<file path="src/rtl/wspr_pkg.sv">
// wspr_pkg: constants, types and helper functions of the wspr symbol encoder
`default_nettype none

package wspr_pkg;

   localparam int SYMBOL_COUNT = 162;
   localparam int MSG_BITS     = 50;
   localparam int CALL_BITS    = 28;
   localparam int LOC_BITS     = 22;
   localparam int CSR_WIDTH    = 48;

   localparam logic [31:0] POLY_A = 32'hF2D05351;
   localparam logic [31:0] POLY_B = 32'hE4613C47;

   localparam logic [7:0] LAST_INDEX = 8'(SYMBOL_COUNT - 1);

   typedef enum logic [1:0] {
      CSR_CALLSIGN = 2'd0,
      CSR_LOCATOR  = 2'd1,
      CSR_POWER    = 2'd2,
      CSR_UNUSED   = 2'd3
   } csr_index_type;

   // sync vector, symbol 0 is the leftmost bit
   localparam logic [0:SYMBOL_COUNT-1] SYNC_VEC = {
      32'b11000000_10001110_00100101_11100000,
      32'b00100101_00000010_11001101_00011010,
      32'b00011010_10101001_00101100_01101010,
      32'b00100000_10010011_10110011_01000111,
      32'b00000101_00110000_00011010_11000110,
      2'b00
   };

   // symbol position -> coded bit number feeding it
   typedef logic [7:0] perm_table_type [0:255];

   function automatic logic [7:0] bitrev8(input logic [7:0] v);
      logic [7:0] r;
      for (int k = 0; k < 8; k++) begin
         r[7-k] = v[k];
      end
      return r;
   endfunction

   function automatic perm_table_type build_perm();
      perm_table_type t;
      int             p;
      logic [7:0]     r;
      p = 0;
      for (int i = 0; i < 256; i++) begin
         t[i] = 8'd0;
      end
      for (int i = 0; i < 256; i++) begin
         r = bitrev8(8'(i));
         if (p < SYMBOL_COUNT && int'(r) < SYMBOL_COUNT) begin
            t[r] = 8'(p);
            p = p + 1;
         end
      end
      return t;
   endfunction

   localparam perm_table_type PERM_TABLE = build_perm();

   // callsign positions 1 and 2: digit, space or letter
   function automatic logic [CALL_BITS-1:0] alnum_code(input logic [7:0] c);
      logic [CALL_BITS-1:0] w;
      w = CALL_BITS'(c);
      if (c >= 8'h30 && c <= 8'h39) begin
         return w - CALL_BITS'(48);
      end else if (c == 8'h20) begin
         return CALL_BITS'(36);
      end
      return w - CALL_BITS'(65) + CALL_BITS'(10);
   endfunction

   // callsign positions 4 to 6: space or letter
   function automatic logic [CALL_BITS-1:0] letter_code(input logic [7:0] c);
      if (c == 8'h20) begin
         return CALL_BITS'(26);
      end
      return CALL_BITS'(c) - CALL_BITS'(65);
   endfunction

endpackage

`default_nettype wire

</file>
<file path="src/rtl/wspr_symbol_encoder_top.sv">
// wspr_symbol_encoder_top: pipelined wspr channel symbol lookup from packed message
//
// Usage: write callsign, locator and power over the csr port while the block
// is idle (csr_we with csr_index and csr_wdata, no wait). Then send symbol
// indexes on the req channel (valid/ready); each transfer returns one rsp item
// with the tone number 0..3 and a last flag set for index 161. Indexes of 162
// and above return symbol 0, last 0.
// A req transfer loads stage 1 and the item moves through each stage to the
// output register, which drives rsp_valid. Throughput: one item per cycle
// while rsp_ready is high; the five register stages (code/partial sums,
// packing multiply, message assembly, shift-register window select, parity
// and output) each take a new item whenever the stage ahead of them moves or
// is empty. Reset clears all stage valid bits and the three registers to zero.
// When the receiver stalls, the output stage holds its item and the stages
// behind it keep filling until every stage holds an item, then req_ready
// drops; nothing is lost or repeated.
`default_nettype none

module wspr_symbol_encoder_top
   import wspr_pkg::*;
(
   input  wire logic                 clock,
   input  wire logic                 reset,
   input  wire logic                 csr_we,
   input  wire logic [1:0]           csr_index,
   input  wire logic [CSR_WIDTH-1:0] csr_wdata,
   input  wire logic                 req_valid,
   output logic                      req_ready,
   input  wire logic [7:0]           req_symbol_index,
   output logic                      rsp_valid,
   input  wire logic                 rsp_ready,
   output logic [1:0]                rsp_symbol,
   output logic                      rsp_last
);

   // configuration registers
   logic [47:0] callsign_ff;
   logic [31:0] locator_ff;
   logic [5:0]  power_ff;

   always_ff @(posedge clock) begin
      if (reset) begin
         callsign_ff <= '0;
         locator_ff  <= '0;
         power_ff    <= '0;
      end else if (csr_we) begin
         case (csr_index_type'(csr_index))
            CSR_CALLSIGN: callsign_ff <= csr_wdata;
            CSR_LOCATOR:  locator_ff  <= csr_wdata[31:0];
            CSR_POWER:    power_ff    <= csr_wdata[5:0];
            default:      ;
         endcase
      end
   end

   // stage valid bits and enables
   logic s1_valid_ff, s2_valid_ff, s3_valid_ff, s4_valid_ff, s5_valid_ff;
   logic s1_en, s2_en, s3_en, s4_en, s5_en;

   assign s5_en     = !s5_valid_ff || rsp_ready;
   assign s4_en     = !s4_valid_ff || s5_en;
   assign s3_en     = !s3_valid_ff || s4_en;
   assign s2_en     = !s2_valid_ff || s3_en;
   assign s1_en     = !s1_valid_ff || s2_en;
   assign req_ready = s1_en;

   always_ff @(posedge clock) begin
      if (reset) begin
         s1_valid_ff <= 1'b0;
         s2_valid_ff <= 1'b0;
         s3_valid_ff <= 1'b0;
         s4_valid_ff <= 1'b0;
         s5_valid_ff <= 1'b0;
      end else begin
         if (s1_en) s1_valid_ff <= req_valid;
         if (s2_en) s2_valid_ff <= s1_valid_ff;
         if (s3_en) s3_valid_ff <= s2_valid_ff;
         if (s4_en) s4_valid_ff <= s3_valid_ff;
         if (s5_en) s5_valid_ff <= s4_valid_ff;
      end
   end

   // ---------------- stage 1: character codes and partial sums
   logic [CALL_BITS-1:0] x_in, y_in;
   logic [LOC_BITS-1:0]  la_in, lb_in;
   logic                 inr_in;
   logic                 sync_in;
   logic [7:0]           perm_in;

   always_comb begin
      x_in = alnum_code(callsign_ff[47:40]) * CALL_BITS'(36)
             + alnum_code(callsign_ff[39:32]);
      x_in = x_in * CALL_BITS'(10) + CALL_BITS'(callsign_ff[31:24]) - CALL_BITS'(48);
      y_in = letter_code(callsign_ff[23:16]) * CALL_BITS'(729)
             + letter_code(callsign_ff[15:8]) * CALL_BITS'(27)
             + letter_code(callsign_ff[7:0]);
      la_in = LOC_BITS'(179)
              - LOC_BITS'(10) * (LOC_BITS'(locator_ff[31:24]) - LOC_BITS'(65))
              - (LOC_BITS'(locator_ff[15:8]) - LOC_BITS'(48));
      lb_in = LOC_BITS'(10) * (LOC_BITS'(locator_ff[23:16]) - LOC_BITS'(65))
              + LOC_BITS'(locator_ff[7:0]) - LOC_BITS'(48);
      inr_in  = (req_symbol_index <= LAST_INDEX);
      sync_in = inr_in ? SYNC_VEC[req_symbol_index] : 1'b0;
      perm_in = PERM_TABLE[req_symbol_index];
   end

   logic [CALL_BITS-1:0] s1_x_ff, s1_y_ff;
   logic [LOC_BITS-1:0]  s1_la_ff, s1_lb_ff;
   logic                 s1_inr_ff, s1_sync_ff, s1_last_ff;
   logic [7:0]           s1_perm_ff;

   always_ff @(posedge clock) begin
      if (s1_en) begin
         s1_x_ff    <= x_in;
         s1_y_ff    <= y_in;
         s1_la_ff   <= la_in;
         s1_lb_ff   <= lb_in;
         s1_inr_ff  <= inr_in;
         s1_sync_ff <= sync_in;
         s1_last_ff <= (req_symbol_index == LAST_INDEX);
         s1_perm_ff <= perm_in;
      end
   end

   // ---------------- stage 2: callsign and locator numbers
   logic [CALL_BITS-1:0] n_in;
   logic [LOC_BITS-1:0]  loc_in;

   assign n_in   = s1_x_ff * CALL_BITS'(19683) + s1_y_ff;
   assign loc_in = s1_la_ff * LOC_BITS'(180) + s1_lb_ff;

   logic [CALL_BITS-1:0] s2_n_ff;
   logic [LOC_BITS-1:0]  s2_loc_ff;
   logic                 s2_inr_ff, s2_sync_ff, s2_last_ff;
   logic [7:0]           s2_perm_ff;

   always_ff @(posedge clock) begin
      if (s2_en) begin
         s2_n_ff    <= n_in;
         s2_loc_ff  <= loc_in;
         s2_inr_ff  <= s1_inr_ff;
         s2_sync_ff <= s1_sync_ff;
         s2_last_ff <= s1_last_ff;
         s2_perm_ff <= s1_perm_ff;
      end
   end

   // ---------------- stage 3: 50-bit message
   logic [LOC_BITS-1:0] m_in;

   assign m_in = {s2_loc_ff[LOC_BITS-8:0], 7'b0} + LOC_BITS'(power_ff) + LOC_BITS'(64);

   logic [MSG_BITS-1:0] s3_msg_ff;
   logic                s3_inr_ff, s3_sync_ff, s3_last_ff;
   logic [7:0]          s3_perm_ff;

   always_ff @(posedge clock) begin
      if (s3_en) begin
         s3_msg_ff  <= {s2_n_ff, m_in};
         s3_inr_ff  <= s2_inr_ff;
         s3_sync_ff <= s2_sync_ff;
         s3_last_ff <= s2_last_ff;
         s3_perm_ff <= s2_perm_ff;
      end
   end

   // ---------------- stage 4: encoder shift register contents after the bit
   // stream with 31 zeros ahead of bit 0, message msb first, zero tail after
   logic [111:0] stream_w;
   logic [31:0]  window_w;
   logic [31:0]  shreg_in;

   always_comb begin
      stream_w = '0;
      for (int k = 0; k < MSG_BITS; k++) begin
         stream_w[k+31] = s3_msg_ff[MSG_BITS-1-k];
      end
      window_w = stream_w[s3_perm_ff[7:1] +: 32];
      for (int j = 0; j < 32; j++) begin
         shreg_in[j] = window_w[31-j];
      end
   end

   logic [31:0] s4_shreg_ff;
   logic        s4_second_ff, s4_inr_ff, s4_sync_ff, s4_last_ff;

   always_ff @(posedge clock) begin
      if (s4_en) begin
         s4_shreg_ff  <= shreg_in;
         s4_second_ff <= s3_perm_ff[0];
         s4_inr_ff    <= s3_inr_ff;
         s4_sync_ff   <= s3_sync_ff;
         s4_last_ff   <= s3_last_ff;
      end
   end

   // ---------------- stage 5: parity, sync and output register
   logic       coded_w;
   logic [1:0] symbol_in;

   always_comb begin
      coded_w   = s4_second_ff ? ^(s4_shreg_ff & POLY_B) : ^(s4_shreg_ff & POLY_A);
      symbol_in = s4_inr_ff ? {coded_w, s4_sync_ff} : 2'd0;
   end

   logic [1:0] s5_symbol_ff;
   logic       s5_last_ff;

   always_ff @(posedge clock) begin
      if (s5_en) begin
         s5_symbol_ff <= symbol_in;
         s5_last_ff   <= s4_last_ff;
      end
   end

   assign rsp_valid  = s5_valid_ff;
   assign rsp_symbol = s5_symbol_ff;
   assign rsp_last   = s5_last_ff;

endmodule

`default_nettype wire
</file>
<file path="config.mk">
export PLATFORM = sky130hd
export DESIGN_NAME = wspr_symbol_encoder_top
export DESIGN_NICKNAME = d
export VERILOG_FILES = /design/src/rtl/wspr_pkg.sv /design/src/rtl/wspr_symbol_encoder_top.sv
export SDC_FILE = /design/constraint.sdc
export NUM_CORES = 2
export LEC_CHECK = 0
export BUFFER_PORTS_ARGS = -buffer_cell sky130_fd_sc_hd__buf_2
export CAP_MARGIN = 0
export CORE_ASPECT_RATIO = 0.6
export CORE_MARGIN = 5
export CORE_UTILIZATION = 51
export CTS_CLUSTER_DIAMETER = 40
export DETAILED_ROUTE_END_ITERATION = 12
export MAX_ROUTING_LAYER = met4
export PLACE_DENSITY = 0.78
export SLEW_MARGIN = 20
export SYNTH_ARGS = -nofsm -noshare
export SYNTH_HDL_FRONTEND = slang
export SYNTH_SLANG_ARGS = --single-unit
</file>
<file path="constraint.sdc">
create_clock -name clock -period 8.3 [get_ports clock]
set_input_delay 1.245 -clock clock [delete_from_list [all_inputs] [get_ports clock]]
set_output_delay 1.245 -clock clock [all_outputs]
set_load 0.02 [all_outputs]
</file>
# Yosys cells after proc, flatten, opt, wreduce, memory -nomap -nowiden
# Memory sizes are Yosys's and may differ from the RTL's. A register that Yosys moved wholly into a read port is not among the register bits.
# Cells that the tools add are included.
[totals]
regBits = 340
rom_bits = 2304
inputBits = 63
output_inout_bits = 5
wordCells = 121
mem_count = 2
[classes]
add_sub_neg = 25
n_mul = 8
magnitude_cmp = 5
n_eq_ne = 8
n_shift = 1
n_mux = 20
bitwise_logic = 1
reduce_logical = 19
[mem_list]
columns = ["memory", "words", "word_bits", "read_ports", "rd_ports_with_merged_regs", "write_ports", "line_no", "rtl"]
rows = [
  ["(no name shown)", 256, 8, 1, 1, 0, "wspr_symbol_encoder_top.sv:104", "perm_in = PERM_TABLE[req_symbol_index];"],
  ["(no name shown)", 256, 1, 1, 1, 0, "wspr_symbol_encoder_top.sv:103", "sync_in = inr_in ? SYNC_VEC[req_symbol_index] : 1'b0;"],
]
[op_table]
columns = ["cell", "n"]
rows = [
  ["two-way mux 28 bit", 12],
  ["adder 28 bit", 4],
  ["variable part select 112 x 8 -> 32 bit", 1],
  ["parity 32 bit", 2],
  ["subtractor 8 x 7 -> 9 bit (second input constant)", 7],
  ["== test 8 x 6 -> 1 bit (second input constant)", 5],
  ["adder 28 x 8 -> 28 bit", 1],
  ["multiplier 28 x 10 -> 28 bit (second input constant)", 1],
  ["multiplier 28 x 15 -> 28 bit (second input constant)", 1],
  ["multiplier 28 x 3 -> 27 bit (second input constant)", 1],
  ["multiplier 28 x 4 -> 26 bit (second input constant)", 1],
  ["multiplier 28 x 5 -> 28 bit (second input constant)", 1],
  ["subtractor 28 x 6 -> 28 bit (second input constant)", 1],
  ["subtractor 8 x 6 -> 9 bit (second input constant)", 3],
  ["adder 22 x 6 -> 22 bit", 1],
  ["adder 22 x 7 -> 22 bit (second input constant)", 1],
  ["multiplier 22 x 6 -> 13 bit (second input constant)", 1],
  ["multiplier 3 x 22 -> 14 bit (first input constant)", 1],
  ["multiplier 3 x 22 -> 21 bit (first input constant)", 1],
  ["subtractor 22 bit", 1],
  ["subtractor 8 x 22 -> 22 bit (first input constant)", 1],
  ["adder 9 x 5 -> 10 bit (second input constant)", 2],
  [">= comparator 8 x 6 -> 1 bit (second input constant)", 2],
  ["<= comparator 8 x 6 -> 1 bit (second input constant)", 2],
  ["other kinds (14)", 33],
]

# Depth between registers and ports, before layout
[depth]
depth_word = 9
mapped_depth = 48
ltp_nobuf = 46

# Worst setup path before layout
# Ideal clock, no wire load.
[synth_path]
kind = "register to register"
start = "register callsign_ff[40]"
end = "register s1_x_ff[27] (data pin)"
setup_ns = 0.259
arrival_time_ns = 8.891
t_required_ns = 8.041
path_slack_ns = -0.850
path_stages_with_launch = 47
path_buffers = 2
period_less_slack_ns = 9.150
cell_sequence = "dfxtp_1 inv_1 ha_1 clkbuf_1 xor2_1 ha_1 nor2_1 a221oi_1 o21a_1 xor2_1 a21oi_1 ha_1 ha_1 a21o_1 a21oi_1 o21ai_0 a21oi_1 o21bai_1 [... 11 more ...] xnor2_1 ha_1 ha_1 o2111ai_1 a31o_2 a21boi_0 or2_1 clkbuf_1 ha_1 a21oi_1 inv_1 a31o_2 nor4b_1 nand4_1 nand4b_1 a31oi_1 xnor3_1 xnor2_1"
[synth_between]
elab_chain_len = 9
word_cells_on_any_way = 16
cone_classes = "add/sub (6); mul (2); order compare (2); eq/ne (1); mux (4); reduce/logical (1)"
[synth_rtl]
columns = ["item", "line_no", "rtl"]
rows = [
  ["start, declared", "wspr_symbol_encoder_top.sv:37", "logic [47:0] callsign_ff;"],
  ["start signal, assigned", "wspr_symbol_encoder_top.sv:48", "CSR_CALLSIGN: callsign_ff <= csr_wdata;"],
  ["branches (longest 3 deep; another with adder 9 x 5 -> 10 bit)", "-", ""],
  ["two-way mux 28 bit *", "wspr_pkg.sv:74", "return w - CALL_BITS'(65) + CALL_BITS'(10);"],
  ["multiplier 28 x 4 -> 26 bit *", "wspr_symbol_encoder_top.sv:91", "x_in = alnum_code(callsign_ff[47:40]) * CALL_BITS'(36)"],
  ["adder 28 bit *", "wspr_symbol_encoder_top.sv:92", "+ alnum_code(callsign_ff[39:32]);"],
  ["multiplier 28 x 3 -> 27 bit *", "wspr_symbol_encoder_top.sv:93", "x_in = x_in * CALL_BITS'(10) + CALL_BITS'(callsign_ff[31:24]) - CALL_BITS'(48);"],
  ["adder 28 x 8 -> 28 bit *", "wspr_symbol_encoder_top.sv:93", ""],
  ["subtractor 28 x 6 -> 28 bit *", "wspr_symbol_encoder_top.sv:93", ""],
  ["via x_in[27]", "wspr_symbol_encoder_top.sv:84", "logic [CALL_BITS-1:0] x_in, y_in;"],
  ["end signal, assigned", "wspr_symbol_encoder_top.sv:114", "s1_x_ff <= x_in;"],
  ["end, declared", "wspr_symbol_encoder_top.sv:107", "logic [CALL_BITS-1:0] s1_x_ff, s1_y_ff;"],
]
# Mark *: on every way through the listed nets, which the timed path passes.
# A chain may end at the register's enable or synchronous reset.

# Final worst setup path
[layout_path]
start = "register callsign_ff[41]"
end = "register s1_x_ff[27] (data pin)"
# Same word-level chain as after synthesis.

==> summary.md <==
Setup violations remaining at the end of the flow were counted as 3. Leaving out fill and tap cells, the most frequent cells in the layout are sky130_fd_sc_hd__inv_1, sky130_fd_sc_hd__ha_1, sky130_fd_sc_hd__nand2_1. STA classifies the critical path startpoint as a flip-flop. Timing would allow up to 118 MHz. The final critical path time including I/O delays and setup was 8.45 ns; the filler cell count in the final layout was 5,481.

Worst flop-to-flop path endpoint: s1_x_ff[27]$_DFFE_PP_. Timing analysis after detailed placement gives a worst setup slack of -0.389 ns. The share of the clock period used by the worst path after layout came out at 102%. For the number of hold violations in the final report, the log shows 0. The worst setup path is captured at a flip-flop. Global routing finished with a remaining overflow of 0. In the routed design, unresolved DRC markers number 0. The floorplan has 73 rows. The layout cell share with drive strength beyond 1 came out at 12.2%. The checks that failed: setup timing. The logs give -0.15 ns for the flop-to-flop setup slack and 0.0270 ns for the worst clock skew. The tools report the sequential fraction of the synthesis area as 26.1%. The number of primary I/O pins is 68. Cell occurring most often along the worst timing path: sky130_fd_sc_hd__ha_4. In this run the cell area measured after placement is 36,400 sq um. The most common cell after layout, fill and taps aside was sky130_fd_sc_hd__inv_1. In this run the most critical hold path is launched from s2_n_ff[9]$_DFFE_PP_. The detail route stage leaves a number of antenna-violating nets equal to 0. The via-per-instance ratio works out to 5.59. The largest single stage delay on the critical path is 0.34 ns. For this run, the detailed router's first-pass iteration total came to 7.

The tools report the startpoint of the lowest-slack register-to-register path as callsign_ff[41]$_SDFFE_PP0P_. The worst hold path terminates at s3_msg_ff[31]$_DFFE_PP_. For the initial core utilization, the log shows 51.8%.

The count of flip-flops with a built-in enable after synthesis is 239, and the number of sinks on the clock net is 330. The final layout contains 4,542 nets. Final critical-path setup slack: -0.153 ns. The final weighted congestion of routability-driven global placement was 0.972; the largest fanout on the critical path was 4. The mapped cell area came out at 34,500 sq um. The clock passes through at most 3 buffers. Data on the critical path arrives at its endpoint at 8.76 ns. The run gives 2,455 as the initial detailed-routing violation count. For the first-pass GRT wire length, the log shows 133,000 um. Dividing the detail-routed wire length by the instance count gives 17.5 um. The cell count after synthesis came out at 3,664. Setup repair after global routing could not meet its margin everywhere. Setup total negative slack on the finished layout was measured at -0.249 ns. The type of the setup path with the least slack was flip-flop to flip-flop. From synthesis to final layout, the design area changed by 11.7%. The synthesized design contains 330 register bits.

The count of buffers added on input and output ports is 67. The die width came out at 346 um. The tools report the sum of routed wire length over all layers as 82,400 um. Synthesis instantiated 95 different standard cells from the library. The critical path contains buffers and inverters numbering 5 combined. When the netlist entered floorplanning its net count stood at 4,427. The largest individual stage delay along the critical path comes from the cell sky130_fd_sc_hd__ha_1. The class of the most critical hold timing path is flip-flop to flip-flop. After clock tree synthesis, the clock-pin slew on the worst setup and hold paths is 0.07 ns.

Measured along the y axis, the die boundary spans 211 um. The required time of the worst setup path is 8.61 ns. For this run, the number of Yosys warnings is 0.

The via count of the first global-routing pass came out at 25.3k. The worst-skew pair later-pin latency came out at 0.59 ns. Global routing used 22.8% of the available tracks. Across all layers, the routed design uses 26.4k vias. In the synthesized netlist the dominant register cell turns out to be sky130_fd_sc_hd__edfxtp_1. For the number of CTS-inserted buffers, the log shows 41. At the pin with the least slew margin, the transition time is 1.08 ns.

Measured against its own limit, the worst slew margin works out to 27.8%. The tools report the full die area as 73,100 sq um. The core area came out at 66,600 sq um. Across the run, the number of max-cap violations was 0. Of all flip-flops after synthesis, the portion carrying an async set or reset was 0%.

Dominant delay contributor by cell family on the critical path: compound AO/OA/AOI/OAI gates. Entering global routing, the biggest net connects 92 pins. The wire-length estimate of the detail-placed layout is 64,800 um. TritonCTS built the clock tree.

The number of pins exceeding their max-slew limit in the final report is 0. H-tree depth: 2. Counting cells, the worst reg-to-reg path comes to 43. The number of buffers inserted by hold repair at cts came out at 0. Number of instances on the worst hold path: 0. The flow ran to the end, but the final reports show violations. The average instance in the mapped netlist occupies 9.42 sq um.

Clock tree synthesis selected as its root buffer the cell sky130_fd_sc_hd__clkbuf_16. The run gives 38,500 sq um as the summed area of non-filler cells in the final layout. The run gives 8 as the number of antenna violations at the first check in global routing.
stage by stage:
stage,utilization (%),cells,hold WS (ns)
global placement,54.6,4608,0.401
floorplan,-,3664,0.400
CTS,57.3,4699,0.417
detailed placement,54.6,4608,0.405
global route,57.9,4716,0.428
finish,57.9,4716,0.414
layer usage:
| metal | global-route usage [%] | part of all wire, % | vias up |
|---|---|---|---|
| met3 | 6.65 | 9.9 | 96 |
| met5 | - | 0 | - |
| met1 | 33.5 | 48 | 12500 |
| met4 | 4.43 | 1.5 | 0 |
| li1 | - | - | 12800 |
| met2 | 31.4 | 40 | 986 |
cell type report:
class	instances	area [sq um]	area share, %
well taps	900	1130	2.92
clock inverters	28	264	0.685
clock buffers	48	1150	2.97
repair buffers	194	1300	3.37
inverters	533	2010	5.21
flip-flops and latches	330	9000	23.4
diodes	4	10.0	0.0260
multi-input cells	2679	23700	61.4
synth_stat cells (56+ instances only):
| cell | n | area share, % |
|---|---|---|
| sky130_fd_sc_hd__a21o_1 | 56 | 1.2 |
| sky130_fd_sc_hd__a21oi_1 | 289 | 4.2 |
| sky130_fd_sc_hd__clkbuf_1 | 100 | 1.1 |
| sky130_fd_sc_hd__dfxtp_1 | 91 | 5.3 |
| sky130_fd_sc_hd__edfxtp_1 | 239 | 21 |
| sky130_fd_sc_hd__fa_1 | 239 | 14 |
| sky130_fd_sc_hd__ha_1 | 461 | 17 |
| sky130_fd_sc_hd__inv_1 | 528 | 5.7 |
| sky130_fd_sc_hd__mux2i_1 | 70 | 2.0 |
| sky130_fd_sc_hd__nand2_1 | 366 | 4.0 |
| sky130_fd_sc_hd__nor2_1 | 197 | 2.1 |
| sky130_fd_sc_hd__o21ai_0 | 152 | 2.2 |
| sky130_fd_sc_hd__xnor2_1 | 169 | 4.3 |
| sky130_fd_sc_hd__xor2_1 | 78 | 2.0 |
timing repair:
action	CTS	global route
resized for setup	55	50
cloned	0	0
buffers inserted	16	14
pin swaps	64	55
endpoints found under the setup margin	3	8
flip-flops by register name, indices dropped and copies added (netlist names), 2 cells and up:
signal,flops
callsign_ff,48
locator_ff,32
power_ff,6
rsp_symbol,2
s1_la_ff,13
s1_lb_ff,15
s1_perm_ff,8
s1_x_ff,28
s1_y_ff,28
s2_loc_ff,15
s2_n_ff,28
s2_perm_ff,8
s3_msg_ff,49
s3_perm_ff,8
s4_shreg_ff,23
cell families after synthesis:
group / synth area share, %
and+or+nand+nor: 10.8
AOI/OAI and AO/OA: 14.1
adders and majority gates: 30.6
buffers and inverters: 7.16
DFF: 26.1
xor gates and xnor gates: 6.48
muxes: 4.74
worst max path at each step:
stage / endpoint / start / slack [ns] / cells after the start
floorplan: s1_x_ff[27]$_DFFE_PP_ / callsign_ff[40]$_SDFFE_PP0P_ / 0.03 / 46
global placement: s1_x_ff[27]$_DFFE_PP_ / callsign_ff[41]$_SDFFE_PP0P_ / -0.16 / 42
detailed placement: s1_x_ff[27]$_DFFE_PP_ / callsign_ff[41]$_SDFFE_PP0P_ / -0.39 / 42
CTS: s1_x_ff[27]$_DFFE_PP_ / callsign_ff[40]$_SDFFE_PP0P_ / 0.006 / 41
global route: s1_x_ff[27]$_DFFE_PP_ / callsign_ff[41]$_SDFFE_PP0P_ / -0.61 / 42
finish: s1_x_ff[27]$_DFFE_PP_ / callsign_ff[41]$_SDFFE_PP0P_ / -0.15 / 43
Power is not shown: default switching activity piles up to over one toggle a cycle in this logic, so the estimate is an artifact.
